==> src/sv/lds_pkg.sv <==
// ----------------------------------------------------------------------------
// lds_pkg
// Shared types, codes and helpers for the LED driver shift/latch serializer.
// ----------------------------------------------------------------------------
package lds_pkg;

  // Defaults for the top-level parameters
  localparam int NUM_CHIPS_DEF       = 4;
  localparam int BYTES_PER_PIXEL_DEF = 16;

  // Fixed field widths
  localparam int KIND_W  = 3;
  localparam int PINS_W  = 6;
  localparam int WORD_W  = 16;
  localparam int LATCH_W = 5;
  localparam int BIT_W   = 4;
  localparam int CHIP_W  = 6;

  // Clocks in one chip slot, and the latch threshold that never fires
  localparam logic [LATCH_W-1:0] SLOT_CLOCKS = 5'd16;
  localparam logic [BIT_W-1:0]   LAST_BIT    = 4'd15;
  localparam logic [BIT_W-1:0]   CMD_LAST    = 4'd14;

  // Latch start positions for the commands; the latch is high from here to the final clock
  localparam logic [LATCH_W-1:0] PRE_LATCH_FROM   = 5'd1;
  localparam logic [LATCH_W-1:0] VSYNC_LATCH_FROM = 5'd12;
  localparam logic [LATCH_W-1:0] ON_LATCH_FROM    = 5'd3;
  localparam logic [LATCH_W-1:0] OFF_LATCH_FROM   = 5'd2;

  // Depth of the job queue between front and back
  localparam int Q_DEPTH = 2;
  localparam int Q_PTR_W = $clog2(Q_DEPTH);
  localparam int Q_CNT_W = $clog2(Q_DEPTH + 1);

  typedef enum logic [KIND_W-1:0] {
    KIND_PIXEL = 3'd0,
    KIND_REG   = 3'd1,
    KIND_PRE   = 3'd2,
    KIND_VSYNC = 3'd3,
    KIND_ON    = 3'd4,
    KIND_OFF   = 3'd5
  } kind_t;

  typedef enum logic [1:0] {
    MODE_PIXEL = 2'd0,
    MODE_REG   = 2'd1,
    MODE_CMD   = 2'd2
  } mode_t;

  // One resolved burst of clocks for the back end
  typedef struct packed {
    mode_t               mode;
    logic [PINS_W-1:0]   pins;        // pixel first clock, or held pins
    logic [WORD_W-1:0]   red;
    logic [WORD_W-1:0]   green;
    logic [WORD_W-1:0]   blue;
    logic [BIT_W-1:0]    start;       // first clock position
    logic [BIT_W-1:0]    stop;        // final clock position
    logic [LATCH_W-1:0]  latch_from;  // latch high at positions >= this
  } job_t;

  // Register bit to pins: red 0x09, green 0x12, blue 0x24
  function automatic logic [PINS_W-1:0] reg_pins(input logic r, input logic g,
                                                 input logic b);
    return {b, g, r, b, g, r};
  endfunction

endpackage

==> src/sv/lds_if.sv <==
// ----------------------------------------------------------------------------
// lds_in_if / lds_out_if
// Valid/ready channels for input items and for output clock words.
// ----------------------------------------------------------------------------
interface lds_in_if
  import lds_pkg::*;
();
  logic                valid;
  logic                ready;
  logic [KIND_W-1:0]   kind;
  logic [PINS_W-1:0]   pixel_pins;
  logic [WORD_W-1:0]   reg_red;
  logic [WORD_W-1:0]   reg_green;
  logic [WORD_W-1:0]   reg_blue;
  logic [LATCH_W-1:0]  latch_clocks;

  modport source (output valid, kind, pixel_pins, reg_red, reg_green, reg_blue,
                  latch_clocks, input ready);
  modport sink   (input valid, kind, pixel_pins, reg_red, reg_green, reg_blue,
                  latch_clocks, output ready);
endinterface

interface lds_out_if
  import lds_pkg::*;
();
  logic              valid;
  logic              ready;
  logic [PINS_W-1:0] rgb_pins;
  logic              latch_level;
  logic              last;

  modport source (output valid, rgb_pins, latch_level, last, input ready);
  modport sink   (input valid, rgb_pins, latch_level, last, output ready);
endinterface

==> src/sv/lds_front.sv <==
// ----------------------------------------------------------------------------
// lds_front
// Classifies input items, tracks bit/chip/held-pin state and emits jobs.
// ----------------------------------------------------------------------------
module lds_front
  import lds_pkg::*;
#(
  parameter int NUM_CHIPS       = NUM_CHIPS_DEF,
  parameter int BYTES_PER_PIXEL = BYTES_PER_PIXEL_DEF
) (
  input  logic      clk,
  input  logic      rst,
  lds_in_if.sink    in_ch,
  output logic      push,
  output job_t      job,
  input  logic      q_ready
);

  logic [BIT_W-1:0]   bit_index, bit_index_next;
  logic [CHIP_W-1:0]  chip_index, chip_index_next;
  logic [PINS_W-1:0]  held_pins, held_pins_next;
  logic               last_chip;
  logic [CHIP_W-1:0]  chip_inc;
  logic [LATCH_W-1:0] bit_inc;
  logic [LATCH_W-1:0] lc_sat;
  logic               accept;
  logic               known;

  assign in_ch.ready = q_ready;
  assign accept      = in_ch.valid && in_ch.ready;
  assign push        = accept && known;

  assign last_chip = (chip_index == CHIP_W'(NUM_CHIPS - 1));
  assign chip_inc  = last_chip ? '0 : chip_index + CHIP_W'(1);
  assign bit_inc   = {1'b0, bit_index} + LATCH_W'(1);
  assign lc_sat    = (in_ch.latch_clocks > SLOT_CLOCKS) ? SLOT_CLOCKS : in_ch.latch_clocks;

  // Resolve the item into a burst and the state it leaves behind
  always_comb begin
    known           = 1'b1;
    bit_index_next  = bit_index;
    chip_index_next = chip_index;
    held_pins_next  = held_pins;
    job.mode        = MODE_CMD;
    job.pins        = held_pins;
    job.red         = in_ch.reg_red;
    job.green       = in_ch.reg_green;
    job.blue        = in_ch.reg_blue;
    job.start       = '0;
    job.stop        = CMD_LAST;
    job.latch_from  = SLOT_CLOCKS;
    case (in_ch.kind)
      KIND_PIXEL: begin
        job.mode       = MODE_PIXEL;
        job.pins       = in_ch.pixel_pins;
        job.start      = bit_index;
        job.latch_from = last_chip ? {1'b0, LAST_BIT} : SLOT_CLOCKS;
        if (bit_inc >= LATCH_W'(BYTES_PER_PIXEL)) begin
          // pad to the end of the slot, then move to the next chip
          job.stop        = LAST_BIT;
          bit_index_next  = '0;
          chip_index_next = chip_inc;
          held_pins_next  = (bit_index == LAST_BIT) ? in_ch.pixel_pins : '0;
        end else begin
          job.stop       = bit_index;
          bit_index_next = bit_inc[BIT_W-1:0];
          held_pins_next = in_ch.pixel_pins;
        end
      end
      KIND_REG: begin
        job.mode        = MODE_REG;
        job.stop        = LAST_BIT;
        job.latch_from  = last_chip ? (SLOT_CLOCKS - lc_sat) : SLOT_CLOCKS;
        chip_index_next = chip_inc;
        held_pins_next  = reg_pins(in_ch.reg_red[0], in_ch.reg_green[0],
                                   in_ch.reg_blue[0]);
      end
      KIND_PRE:   job.latch_from = PRE_LATCH_FROM;
      KIND_VSYNC: job.latch_from = VSYNC_LATCH_FROM;
      KIND_ON:    job.latch_from = ON_LATCH_FROM;
      KIND_OFF:   job.latch_from = OFF_LATCH_FROM;
      default:    known = 1'b0;
    endcase
  end

  // Advance state on each queued job
  always_ff @(posedge clk) begin
    if (rst) begin
      bit_index  <= '0;
      chip_index <= '0;
      held_pins  <= '0;
    end else if (push) begin
      bit_index  <= bit_index_next;
      chip_index <= chip_index_next;
      held_pins  <= held_pins_next;
    end
  end

  a_bit_range: assert property (@(posedge clk) disable iff (rst)
    {1'b0, bit_index} < LATCH_W'(BYTES_PER_PIXEL))
    else $error("bit_index past pixel length");

  a_chip_range: assert property (@(posedge clk) disable iff (rst)
    {1'b0, chip_index} < (CHIP_W+1)'(NUM_CHIPS))
    else $error("chip_index past chain length");

endmodule

==> src/sv/lds_queue.sv <==
// ----------------------------------------------------------------------------
// lds_queue
// Short job queue that decouples the front end from the clock generator.
// ----------------------------------------------------------------------------
module lds_queue
  import lds_pkg::*;
(
  input  logic clk,
  input  logic rst,
  input  logic push,
  input  job_t push_job,
  output logic push_ready,
  input  logic pop,
  output logic head_valid,
  output job_t head
);

  job_t                entries [Q_DEPTH];
  logic [Q_PTR_W-1:0]  wr_ptr;
  logic [Q_PTR_W-1:0]  rd_ptr;
  logic [Q_CNT_W-1:0]  count;

  assign push_ready = (count != Q_CNT_W'(Q_DEPTH));
  assign head_valid = (count != '0);
  assign head       = entries[rd_ptr];

  // Store incoming job
  always_ff @(posedge clk) begin
    if (push) begin
      entries[wr_ptr] <= push_job;
    end
  end

  // Track pointers and fill level
  always_ff @(posedge clk) begin
    if (rst) begin
      wr_ptr <= '0;
      rd_ptr <= '0;
      count  <= '0;
    end else begin
      if (push) begin
        wr_ptr <= (wr_ptr == Q_PTR_W'(Q_DEPTH - 1)) ? '0 : wr_ptr + Q_PTR_W'(1);
      end
      if (pop) begin
        rd_ptr <= (rd_ptr == Q_PTR_W'(Q_DEPTH - 1)) ? '0 : rd_ptr + Q_PTR_W'(1);
      end
      case ({push, pop})
        2'b10:   count <= count + Q_CNT_W'(1);
        2'b01:   count <= count - Q_CNT_W'(1);
        default: count <= count;
      endcase
    end
  end

  a_no_overflow: assert property (@(posedge clk) disable iff (rst)
    push |-> push_ready)
    else $error("push into full queue");

  a_no_underflow: assert property (@(posedge clk) disable iff (rst)
    pop |-> head_valid)
    else $error("pop from empty queue");

endmodule

==> src/sv/lds_back.sv <==
// ----------------------------------------------------------------------------
// lds_back
// Expands the head job into registered shift clocks, one per unstalled cycle.
// ----------------------------------------------------------------------------
module lds_back
  import lds_pkg::*;
(
  input  logic      clk,
  input  logic      rst,
  input  logic      head_valid,
  input  job_t      head,
  output logic      pop,
  lds_out_if.source out_ch
);

  logic [BIT_W-1:0]  idx;
  logic              first;
  logic [BIT_W-1:0]  cur_idx;
  logic [BIT_W-1:0]  rev_idx;
  logic              load;
  logic              done;
  logic [PINS_W-1:0] pins_c;
  logic              latch_c;

  assign cur_idx = first ? head.start : idx;
  assign rev_idx = ~cur_idx;
  assign load    = head_valid && (!out_ch.valid || out_ch.ready);
  assign done    = (cur_idx == head.stop);
  assign pop     = load && done;
  assign latch_c = ({1'b0, cur_idx} >= head.latch_from);

  // Select pin levels for this clock
  always_comb begin
    case (head.mode)
      MODE_REG:   pins_c = reg_pins(head.red[rev_idx], head.green[rev_idx],
                                    head.blue[rev_idx]);
      MODE_PIXEL: pins_c = first ? head.pins : '0;
      default:    pins_c = head.pins;
    endcase
  end

  // Walk the position counter through the head job
  always_ff @(posedge clk) begin
    if (rst) begin
      first <= 1'b1;
      idx   <= '0;
    end else if (load) begin
      first <= done;
      idx   <= cur_idx + BIT_W'(1);
    end
  end

  // Hold the output word until taken
  always_ff @(posedge clk) begin
    if (rst) begin
      out_ch.valid <= 1'b0;
    end else if (load) begin
      out_ch.valid <= 1'b1;
    end else if (out_ch.ready) begin
      out_ch.valid <= 1'b0;
    end
  end

  always_ff @(posedge clk) begin
    if (load) begin
      out_ch.rgb_pins    <= pins_c;
      out_ch.latch_level <= latch_c;
      out_ch.last        <= done;
    end
  end

  a_pop_marks_last: assert property (@(posedge clk) disable iff (rst)
    pop |=> out_ch.valid && out_ch.last)
    else $error("job retired without a final clock");

  a_mid_job: assert property (@(posedge clk) disable iff (rst)
    (load && !done) |=> !first && out_ch.valid && !out_ch.last)
    else $error("job position lost mid-burst");

endmodule

==> src/sv/led_driver_shift_latch_serializer.sv <==
// ----------------------------------------------------------------------------
// led_driver_shift_latch_serializer
// Turns pixel, register and command items into clock words for a chain of
// shift-and-latch LED driver chips.
// ----------------------------------------------------------------------------
// Usage:
//   in_ch carries one item per accepted word: a pixel byte, a register word
//   triple, or one of the pre-active, vsync, display on/off commands. out_ch
//   carries one word per panel clock: six pin levels, the latch level and a
//   last flag on the final clock of each item.
//   A pixel item gives one clock, plus zero padding clocks to the end of the
//   chip slot after the final byte; a register item fills the whole chip slot; a
//   command runs to position CMD_LAST. Unknown kinds are taken and dropped.
//   The first clock of an item passes through the job queue and the output
//   register before it appears on out_ch. The clock generator emits one word
//   per cycle while out_ch takes every word, so pixel bytes without padding
//   sustain one item per cycle; longer items occupy it until their last clock.
//   A two-entry job queue takes the next item while the current burst is sent.
//   Reset clears the bit, chip and held-pin state and empties the queue.
//   When out_ch stalls the word is held, the queue fills and in_ch.ready
//   drops once it is full.
// ----------------------------------------------------------------------------
module led_driver_shift_latch_serializer
  import lds_pkg::*;
#(
  parameter int NUM_CHIPS       = NUM_CHIPS_DEF,
  parameter int BYTES_PER_PIXEL = BYTES_PER_PIXEL_DEF
) (
  input  logic      clk,
  input  logic      rst,
  lds_in_if.sink    in_ch,
  lds_out_if.source out_ch
);

  logic push;
  logic q_ready;
  job_t job;
  logic pop;
  logic head_valid;
  job_t head;

  lds_front #(
    .NUM_CHIPS       (NUM_CHIPS),
    .BYTES_PER_PIXEL (BYTES_PER_PIXEL)
  ) u_front (
    .clk     (clk),
    .rst     (rst),
    .in_ch   (in_ch),
    .push    (push),
    .job     (job),
    .q_ready (q_ready)
  );

  lds_queue u_queue (
    .clk        (clk),
    .rst        (rst),
    .push       (push),
    .push_job   (job),
    .push_ready (q_ready),
    .pop        (pop),
    .head_valid (head_valid),
    .head       (head)
  );

  lds_back u_back (
    .clk        (clk),
    .rst        (rst),
    .head_valid (head_valid),
    .head       (head),
    .pop        (pop),
    .out_ch     (out_ch)
  );

endmodule

==> src/flat_wrapper.sv <==
// flat-port wrapper written by rule: the top's interface ports become plain ports
module led_driver_shift_latch_serializer_flat import lds_pkg::*;
#(
  parameter int NUM_CHIPS       = NUM_CHIPS_DEF,
  parameter int BYTES_PER_PIXEL = BYTES_PER_PIXEL_DEF
)
  (clk, rst, in_ch_valid, in_ch_kind, in_ch_pixel_pins, in_ch_reg_red, in_ch_reg_green, in_ch_reg_blue, in_ch_latch_clocks, in_ch_ready, out_ch_valid, out_ch_rgb_pins, out_ch_latch_level, out_ch_last, out_ch_ready);
  lds_in_if in_ch_i ();
  lds_out_if out_ch_i ();
  input  logic clk;
  input  logic rst;
  input wire logic [$bits(in_ch_i.valid)-1:0] in_ch_valid;
  input wire logic [$bits(in_ch_i.kind)-1:0] in_ch_kind;
  input wire logic [$bits(in_ch_i.pixel_pins)-1:0] in_ch_pixel_pins;
  input wire logic [$bits(in_ch_i.reg_red)-1:0] in_ch_reg_red;
  input wire logic [$bits(in_ch_i.reg_green)-1:0] in_ch_reg_green;
  input wire logic [$bits(in_ch_i.reg_blue)-1:0] in_ch_reg_blue;
  input wire logic [$bits(in_ch_i.latch_clocks)-1:0] in_ch_latch_clocks;
  output wire logic [$bits(in_ch_i.ready)-1:0] in_ch_ready;
  output wire logic [$bits(out_ch_i.valid)-1:0] out_ch_valid;
  output wire logic [$bits(out_ch_i.rgb_pins)-1:0] out_ch_rgb_pins;
  output wire logic [$bits(out_ch_i.latch_level)-1:0] out_ch_latch_level;
  output wire logic [$bits(out_ch_i.last)-1:0] out_ch_last;
  input wire logic [$bits(out_ch_i.ready)-1:0] out_ch_ready;
  assign in_ch_i.valid = in_ch_valid;
  assign in_ch_i.kind = in_ch_kind;
  assign in_ch_i.pixel_pins = in_ch_pixel_pins;
  assign in_ch_i.reg_red = in_ch_reg_red;
  assign in_ch_i.reg_green = in_ch_reg_green;
  assign in_ch_i.reg_blue = in_ch_reg_blue;
  assign in_ch_i.latch_clocks = in_ch_latch_clocks;
  assign in_ch_ready = in_ch_i.ready;
  assign out_ch_valid = out_ch_i.valid;
  assign out_ch_rgb_pins = out_ch_i.rgb_pins;
  assign out_ch_latch_level = out_ch_i.latch_level;
  assign out_ch_last = out_ch_i.last;
  assign out_ch_i.ready = out_ch_ready;
  led_driver_shift_latch_serializer #(.NUM_CHIPS(NUM_CHIPS), .BYTES_PER_PIXEL(BYTES_PER_PIXEL)) u_core (.clk(clk), .rst(rst), .in_ch(in_ch_i), .out_ch(out_ch_i));
endmodule
==> config.mk <==
export PLATFORM = sky130hd
export DESIGN_NAME = led_driver_shift_latch_serializer_flat
export DESIGN_NICKNAME = d
export VERILOG_FILES = /design/src/sv/lds_pkg.sv /design/src/sv/lds_if.sv /design/src/sv/lds_front.sv /design/src/sv/lds_queue.sv /design/src/sv/lds_back.sv /design/src/sv/led_driver_shift_latch_serializer.sv /design/src/flat_wrapper.sv
export SDC_FILE = /design/constraint.sdc
export NUM_CORES = 1
export LEC_CHECK = 0
export ABC_AREA = 1
export BUFFER_PORTS_ARGS = -buffer_cell sky130_fd_sc_hd__buf_2
export CELL_PAD_IN_SITES_DETAIL_PLACEMENT = 1
export CELL_PAD_IN_SITES_GLOBAL_PLACEMENT = 1
export CORE_MARGIN = 3
export CORE_UTILIZATION = 30
export DETAILED_ROUTE_END_ITERATION = 8
export PLACE_DENSITY = 0.66
export REMOVE_ABC_BUFFERS = 1
export SLEW_MARGIN = 30
export SYNTH_ARGS = -nofsm -noshare
export SYNTH_HDL_FRONTEND = slang
export SYNTH_SLANG_ARGS = --single-unit
==> constraint.sdc <==
create_clock -name clk -period 4.1 [get_ports clk]
set_input_delay 0.205 -clock clk [delete_from_list [all_inputs] [get_ports clk]]
set_output_delay 0.205 -clock clk [all_outputs]
set_load 0.03 [all_outputs]
==> reports/summary.txt <==
# DRC: 0
Placeable Area: 24530 um^2
Clock latency reported for the late side of the worst-skew pair: 420 ps
Total global routing track utilization: 14.70%
First-pass GRT wire length: 30.59 mm
Critical path data arrival time: 3060 ps
Power density over cell area: 475.0 nW/um^2
GP Congestion: 0.7561
Mapped cell area: 7565 um^2
Setup Skew: 10.08 ps
Die width: 164.8 um
Layout cells sized above 1: 17.03%
Startpoint types: register
Port Buffers: 75
Pre-Repair DR Iteration Count: 4
Post-Layout Cell Count: 1187
Kind of critical path: register to register
P&R area growth vs syn: 23.27%
Final Hold Vio Count: 0
Post-Place Worst Slack: 1355 ps
Data required time of the worst path: 4410 ps
Placed inst area: 8270 um^2
DRT iter0 DRCs: 422
Wire length per cell: 16.51 um
Setup violators final: 0
Maxcap violations: 0
Critical Path Max Stage Delay: 370 ps
Vias in the first global route: 5767
Average size of a mapped cell: 10.39 um^2
WL met3: 683 um
Hold path start: in_ch_pixel_pins[2]
Commonest non-fill, non-tap cells in the layout: nand2_1 (160), edfxtp_1 (146), nor2_1 (112)
Die footprint: 27160 um^2
Placed insts: 1110
Slowest stage cell, crit path: buf_4
CTS tree: done
Min Tclk post-route: 2755 ps
H-Tree Depth: 4
Setup TNS: 0 ps
Most common cell after layout, fill and taps aside: nand2_1
DRT met1 WL: 9.061 mm
Post-route antenna net violation count: 0
Worst reg2reg path endpoint: u_core.u_queue.count[1]
Row Count: 57
Final core utilization: 38.01%
Worst reg-to-reg path cell count: 13
Clock-pin slew of the registers on the worst-case setup and hold paths: 60 ps
WHS Path Cells: 3
ANT cells: 0
Status: finished, final reports clean
Yosys Warn Count: 0
Die height: 164.8 um
Final nets: 926
Initial cell density of the core: 30.83%
Worst-Margin Slew: 553.6 ps
Slew HR: 63.00%
Root Driver: clkbuf_16
Cell variety after synth: 39
Min-Delay Path Class: primary input to register
Max clock buf depth: 2
Leak: 3.636 nW
Vias: 5483
Cells after Synth: 728
Met2 wire len: 9.714 mm
Max VDD drop: 255.0 uV
CP delay by family, top: simple AND/OR/NAND/NOR gates
Num CTS Buffers: 17
FF+latch count, synth: 173
Final WL: 19.60 mm
Initial antenna violation count: 0
Max Used Layer: met4
Max-slew violation count: 0
Design area: 9325 um^2
Hpwl dp: 13.36 mm
Congestion Overflow GR: 0
Io pins: 76
CTS resizes: 0
Seq/Total Area, Yosys: 65.10%
Tcrit/Tclk final: 67.18%
WP buf/inv: 2
Worst min-delay path endpoint: u_core.u_front.held_pins[2]
Cell Chain, Critical Path: buf_4 -> nand2_1 -> nand3_1 -> nand2_1 -> xor2_1 -> nor2_1 -> nand3_2 -> inv_1 -> ha_1 -> a21oi_1 -> o21ai_0 -> o21ai_0 -> a21oi_1
R2R Setup Slk: 1350 ps
RSZ-0062 raised after global routing: no
Largest net degree at the start of global routing: 62
Post-DR vias/cell: 4.619
Worst-path maximum fanout: 40
Clk sinks: 173
CP Capture Type: register
Final setup margin: 1345 ps
Max frequency: 363.0 MHz
Number of setup buffers added after CTS: 0
## layout make-up
class / instances / area, um^2
well taps: 324 / 405.4
inverters: 62 / 232.7
flip-flops and latches: 173 / 4926
fillers: 2791 / 15210
clock inverters: 12 / 161.4
repair buffers: 128 / 900.9
multi-input cells: 469 / 2266
clock buffers: 19 / 432.9
## worst register-to-register path: cells and delay by family (launching register included)
kind,cells,cell delay (ps)
adders and majority gates,1,250
buffers and inverters,2,450
xor gates and xnor gates,1,250
and+or+nand+nor,5,870
AOI/OAI and AO/OA,4,470
DFF,1,340
## power by group
| group | switching [mW] | internal, mW |
|---|---|---|
| Combinational | 0.472 | 0.231 |
| Clock | 0.679 | 0.962 |
| Sequential | 0.0425 | 2.04 |
## cell families (layout without fill, tap and decap cells)
logic type                 Yosys count  count (layout)  share of synthesized area [%]
DFF                                173             173                          65.10
muxes                                4               4                         0.5293
AOI/OAI and AO/OA                   82              82                          6.285
adders and majority gates            9               9                          1.489
xor gates and xnor gates             6               6                         0.6947
and+or+nand+nor                    368             368                          20.76
buffers and inverters               86             221                          5.144
## timing repair
action	4_1_cts	5_1_grt
endpoints found under the hold margin	91	0
hold buffers	46	0
setup endpoints to repair	0	0
## per-stage QoR
step	hold slack, ps	power [mW]
4_1_cts	49.61	4.480
5_1_grt	51.74	4.639
3_5_place_dp	401.6	2.800
6_report	70.03	4.430
3_3_place_gp	393.8	2.780
2_1_floorplan	277.4	2.551
## synth_stat cells, drive strengths merged
cell type	n	area share [%]
clkbuf	4	0.20
nand4	3	0.25
nand2	167	8.6
o21a	2	0.20
dfxtp	27	7.1
buf	20	1.9
edfxtp	146	58
inv	62	3.1
a211oi	2	0.20
and2	1	0.083
a31oi	2	0.17
xnor2	1	0.12
o211ai	7	0.69
nor2	117	5.9
or2	14	1.2
o21bai	1	0.15
and3	1	0.083
a21boi	1	0.099
a221oi	6	0.69
nor3	6	0.46
mux2i	4	0.53
nand3	58	4.1
nor3b	1	0.099
a21oi	20	1.3
ha	9	1.5
o21ai	41	2.8
xor2	5	0.58
## per-layer routing
layer,vias up,GRT usage [%]
met1,2678,19.01
met3,12,3.085
met2,84,25.43
li1,2709,-
met5,-,0
met4,0,3.202
## registers in the layout, indices dropped and copies added, names as in the netlist, 2 cells and up, named ones only
name and count:
u_core.u_front.bit_index 4, u_core.u_queue.count 2, u_core.u_front.chip_index 6, u_core.u_queue.entries 138
u_core.u_back.out_ch.rgb_pins 6, u_core.u_front.held_pins 6, u_core.u_back.idx 4
## worst max path at each step
stage / from / end / slack, ps / cells after the start
floorplan: u_core.u_queue.count[0] / u_core.u_queue.entries[0][0] / -70 / 4
global placement: register / u_core.u_queue.count[1] / 1450 / 13
detailed placement: register / u_core.u_queue.count[1] / 1350 / 13
CTS: register / u_core.u_queue.count[1] / 1340 / 13
global route: register / u_core.u_queue.count[1] / 1110 / 13
finish: register / u_core.u_queue.count[1] / 1350 / 13
No activity file was read; power rests on OpenSTA's default activity.
